--- config.mk ---
export PLATFORM = sky130hd
export DESIGN_NAME = arpc_regs
export DESIGN_NICKNAME = d
export VERILOG_FILES = /design/src/arpc_pkg.sv /design/src/arpc_regs.sv
export SDC_FILE = /design/constraint.sdc
export NUM_CORES = 1
export LEC_CHECK = 0
export ABC_AREA = 0
export BUFFER_PORTS_ARGS = -buffer_cell sky130_fd_sc_hd__buf_2
export CELL_PAD_IN_SITES_DETAIL_PLACEMENT = 1
export CELL_PAD_IN_SITES_GLOBAL_PLACEMENT = 1
export CORE_MARGIN = 3
export CORE_UTILIZATION = 26
export CTS_CLUSTER_SIZE = 40
export DETAILED_ROUTE_END_ITERATION = 12
export GPL_TIMING_DRIVEN = 0
export PLACE_DENSITY_LB_ADDON = 0.25
export SYNTH_ARGS = -nofsm -noshare
export SYNTH_HDL_FRONTEND = slang
export SYNTH_SLANG_ARGS = --single-unit
--- constraint.sdc ---
create_clock -name clk_i -period 1.4 [get_ports clk_i]
set_input_delay 0.28 -clock clk_i [delete_from_list [all_inputs] [get_ports clk_i]]
set_output_delay 0.28 -clock clk_i [all_outputs]
set_load 0.01 [all_outputs]
--- src/arpc_pkg.sv ---
// Shared types and constants for the ARP cache core.
// Used by all modules in src; no dependencies.
package arpc_pkg;

  typedef enum logic [1:0] {
    CMD_LOOKUP = 2'd0,
    CMD_QUEUE  = 2'd1,
    CMD_INSERT = 2'd2,
    CMD_TICK   = 2'd3
  } cmd_e;

  typedef enum logic [2:0] {
    KIND_LOOKUP = 3'd0,
    KIND_QACK   = 3'd1,
    KIND_IACK   = 3'd2,
    KIND_RESEND = 3'd3,
    KIND_GIVEUP = 3'd4,
    KIND_TICK   = 3'd5
  } kind_e;

  typedef enum logic [2:0] {
    ST_IDLE,
    ST_PEND,
    ST_CACHE,
    ST_REPLY,
    ST_TPEND
  } state_e;

  localparam logic [0:0] REG_TIMEOUT  = 1'd0;
  localparam logic [0:0] REG_MAXTRIES = 1'd1;

  localparam logic [15:0] TIMEOUT_RST  = 16'd15;
  localparam logic [7:0]  MAXTRIES_RST = 8'd5;

  typedef struct packed {
    logic        valid;
    kind_e       kind;
    logic        hit;
    logic [31:0] ip;
    logic [47:0] mac;
    logic        status;
    logic        last;
  } result_t;

endpackage

--- src/arpc_regs.sv ---
// APB-style configuration registers: timeout and max tries.
// Depends on arpc_pkg.
module arpc_regs (
  input  logic        clk_i,
  input  logic        rst_ni,
  input  logic        psel,
  input  logic        penable,
  input  logic        pwrite,
  input  logic [2:0]  paddr,
  input  logic [31:0] pwdata,
  output logic [31:0] prdata,
  output logic        pready,
  output logic [15:0] timeout_o,
  output logic [7:0]  max_tries_o
);
  logic [15:0] timeout_q;
  logic [7:0]  max_tries_q;
  logic        wr;

  assign pready = 1'b1;
  assign wr = psel && penable && pwrite && (paddr[1:0] == 2'b00);

  always_ff @(posedge clk_i or negedge rst_ni) begin
    if (!rst_ni) begin
      timeout_q   <= arpc_pkg::TIMEOUT_RST;
      max_tries_q <= arpc_pkg::MAXTRIES_RST;
    end else if (wr) begin
      if (paddr[2] == arpc_pkg::REG_TIMEOUT) timeout_q <= pwdata[15:0];
      else max_tries_q <= pwdata[7:0];
    end
  end

  always_comb begin
    prdata = 32'd0;
    if (paddr[1:0] == 2'b00) begin
      if (paddr[2] == arpc_pkg::REG_TIMEOUT) prdata = {16'd0, timeout_q};
      else prdata = {24'd0, max_tries_q};
    end
  end

  assign timeout_o   = timeout_q;
  assign max_tries_o = max_tries_q;
endmodule

==> impl_metrics.ini <==
[status]
outcome = complete, but fails checks
failed_checks = setup timing

[final_layout]
instances_no_fill = 259
regArea_um2 = 608
nNetsFinal = 233
drive_above_1_share_pct = 72.9
diodes = 0
multi_input_comb_area_um2 = 658
area_delta_synth_final_pct = 58.2
finalInstanceArea_um2 = 2040
nFillCells = 536

[critical_path]
cp-start-kind = primary input
crit_arrival_ns = 1.23
worst_ep_required_time_ns = 1.12
worst-r2r-cell-count = 2
path_class = primary input to output pin
cp_max_fo = 8
worstSetupEndpointType = output pin

[floorplanning]
core-area_um2 = 4750
boundaryPins = 97
start_util_pct = 27.2
die_w_um = 76.5
die_area_um2 = 5850
rows = 25
die_h_um = 76.5

[placed_design]
dpl.hpwl_um = 2530
place_inst = 247
gp_congestion = 0.705
io_buffers = 63
place_area_um2 = 1790

[synthesis]
synth_seq_cells = 24
synth_top_area_share_pct = 34.9
syn_inst = 102
synth_area_leader_cell = dfrtp_1
avgSynthCellArea_um2 = 12.7
ys_seq_area_share_pct = 47.1
synth_cell_types = 17
syn_area_um2 = 1290
synthTopCellsByArea = dfrtp_1 (35%), dfstp_2 (12%), mux2_2 (12%)
synth_warnings = 0

[clock_tree]
clk_pin_slew_worst_paths_ns = 0.09
htreeDepth = 1
cts_tree = yes
clkLatencyLatePin_ns = 0.26
cts-buffers-inserted = 3
cts_root_buf = clkbuf_8
clock_path_buffers = 2
clkSinkCount = 24

[power]
vdd_drop_max_v = 0.000335
leakagePower_uw = 0.00113
p_per_area_nw_per_um2 = 1020

[flow_run]
max_cap_viol_count = 0

[sta]
slew_violations = 0
clock.fmax_mhz = 660
finClkSkew_ns = 0
max_slew_margin_pct = 63.3
hold_ws_ns = 0.239
worstMarginPinSlew_ns = 0.551
fin_ws_ns = -0.114
finalHoldViolCount = 0
tns_ns = -2.14
finalCritPeriodShare_pct = 108
min_period_ns = 1.51
rsz0062_at_grt = yes
finalSetupViolCount = 32

[grt]
grt_usage_pct = 12.4
grt-ovfl-total = 0
grt_pass1_vias = 1135
grt_max_degree = 25
antenna_found_initial = 0
grt_pass1_wl_um = 5790

[drt]
wl_um = 3570
drc = 0
firstDrtPassIters = 3
wl_per_cell_um = 13.8
drt_iter0_drc = 15
ant_nets = 0
vias = 1028
via_per_inst = 3.97

[worst_hold_path]
hp-class = primary input to flip-flop
whs_path_depth = 2
critical path: stages:
cell,delay [ns]
buf_6,0.09
or2_4,0.25
buf_8,0.13
nor2_4,0.19
and2_4,0.19
buf_6,0.09
path summary, 6_finish.rpt:
path,startpoint,end,slack [ns]
worst max-delay path,paddr[1],prdata[13],-0.11
worst min-delay path,pwdata[11],timeout_o[11],0.24
worst max register to register,max_tries_o[2],max_tries_o[2],0.56
worst min register to register,timeout_o[9],timeout_o[9],0.53
max in group asynchronous,rst_ni,timeout_o[2],0.49
min in group asynchronous,rst_ni,timeout_o[13],0.53
state kept, by name (all words and copies together), names as in the netlist:
register,flops
max_tries_o,8
timeout_o,16
placed cells by master, fill, tap and decap left out:
cell type / instances
mux2i_1: 7
clkbuf_8: 3
dfstp_2: 6
buf_2: 52
or4_4: 1
nor3_4: 1
mux2i_2: 1
clkbuf_1: 1
inv_1: 1
buf_4: 23
dfrtp_1: 18
and2_4: 7
buf_8: 1
nor2_4: 3
nor2_2: 2
buf_6: 13
nor2_1: 4
buf_12: 2
dlygate4sd3_1: 1
mux2_2: 6
mux2_4: 18
or2_4: 1
and2_1: 1
conb_1: 17
nand2_1: 2
cells by family after synthesis:
| kind of cell | Yosys count | synth area share [%] |
|---|---|---|
| buffers and inverters | 22 | 12.6 |
| flip-flops | 24 | 47.1 |
| multiplexers | 32 | 30.0 |
| other | 2 | 0.582 |
| AND/OR/NAND/NOR | 22 | 9.69 |
through the flow:
step                      utilization, %  setup WS, ns  power, µW
final                               43.0        -0.114       2080
after global routing                43.0        -0.165       2210
after CTS                           40.2        -0.121       2050
after detailed placement            37.6        -0.471       1600
after global placement              37.6        -0.426       1570
after floorplan                        -        -0.273       1330
power breakdown:
part / internal, µW / leakage (µW) / switching [µW]
logic: 405 / 0.000811 / 301
registers: 854 / 0.000293 / 104
clock network: 203 / 0.0000228 / 215
synthesized netlist by cell type:
cell type  count
mux2_2        14
buf_2          1
nand2_1        2
conb_1         2
dfrtp_1       18
or4_4          1
nor3_4         1
buf_6          2
and2_1         8
dfstp_2        6
clkbuf_1       1
nor2_1         9
buf_4         17
mux2i_1        8
inv_1          1
mux2_4        10
or2_1          1
metal layers:
layer  up-vias  GRT usage [%]  wire (µm)
li1        485              -          -
met1       492           15.4       1540
met2        49           21.1       1770
met3         2           2.36        225
met4         0           4.89         36
met5         -              0          0
area by class of cell:
class | count | share of cell area [%]
Clock buffer | 4 | 2.20
Sequential cell | 24 | 29.8
Timing Repair Buffer | 72 | 23.2
Inverter | 1 | 0.184
Buffer | 20 | 8.33
Multi-Input combinational cell | 71 | 32.2
Tap cell | 67 | 4.10
timing repair:
| item | 4_1_cts | 5_1_grt |
|---|---|---|
| buffers inserted | 5 | 3 |
| gates resized for setup | 7 | 26 |
| setup endpoints to repair | 29 | 40 |
| hold endpoints to repair | 5 | 0 |
| hold buffers | 1 | 0 |
| pin swaps | 11 | 14 |
No activity file was read; power rests on OpenSTA's default activity.
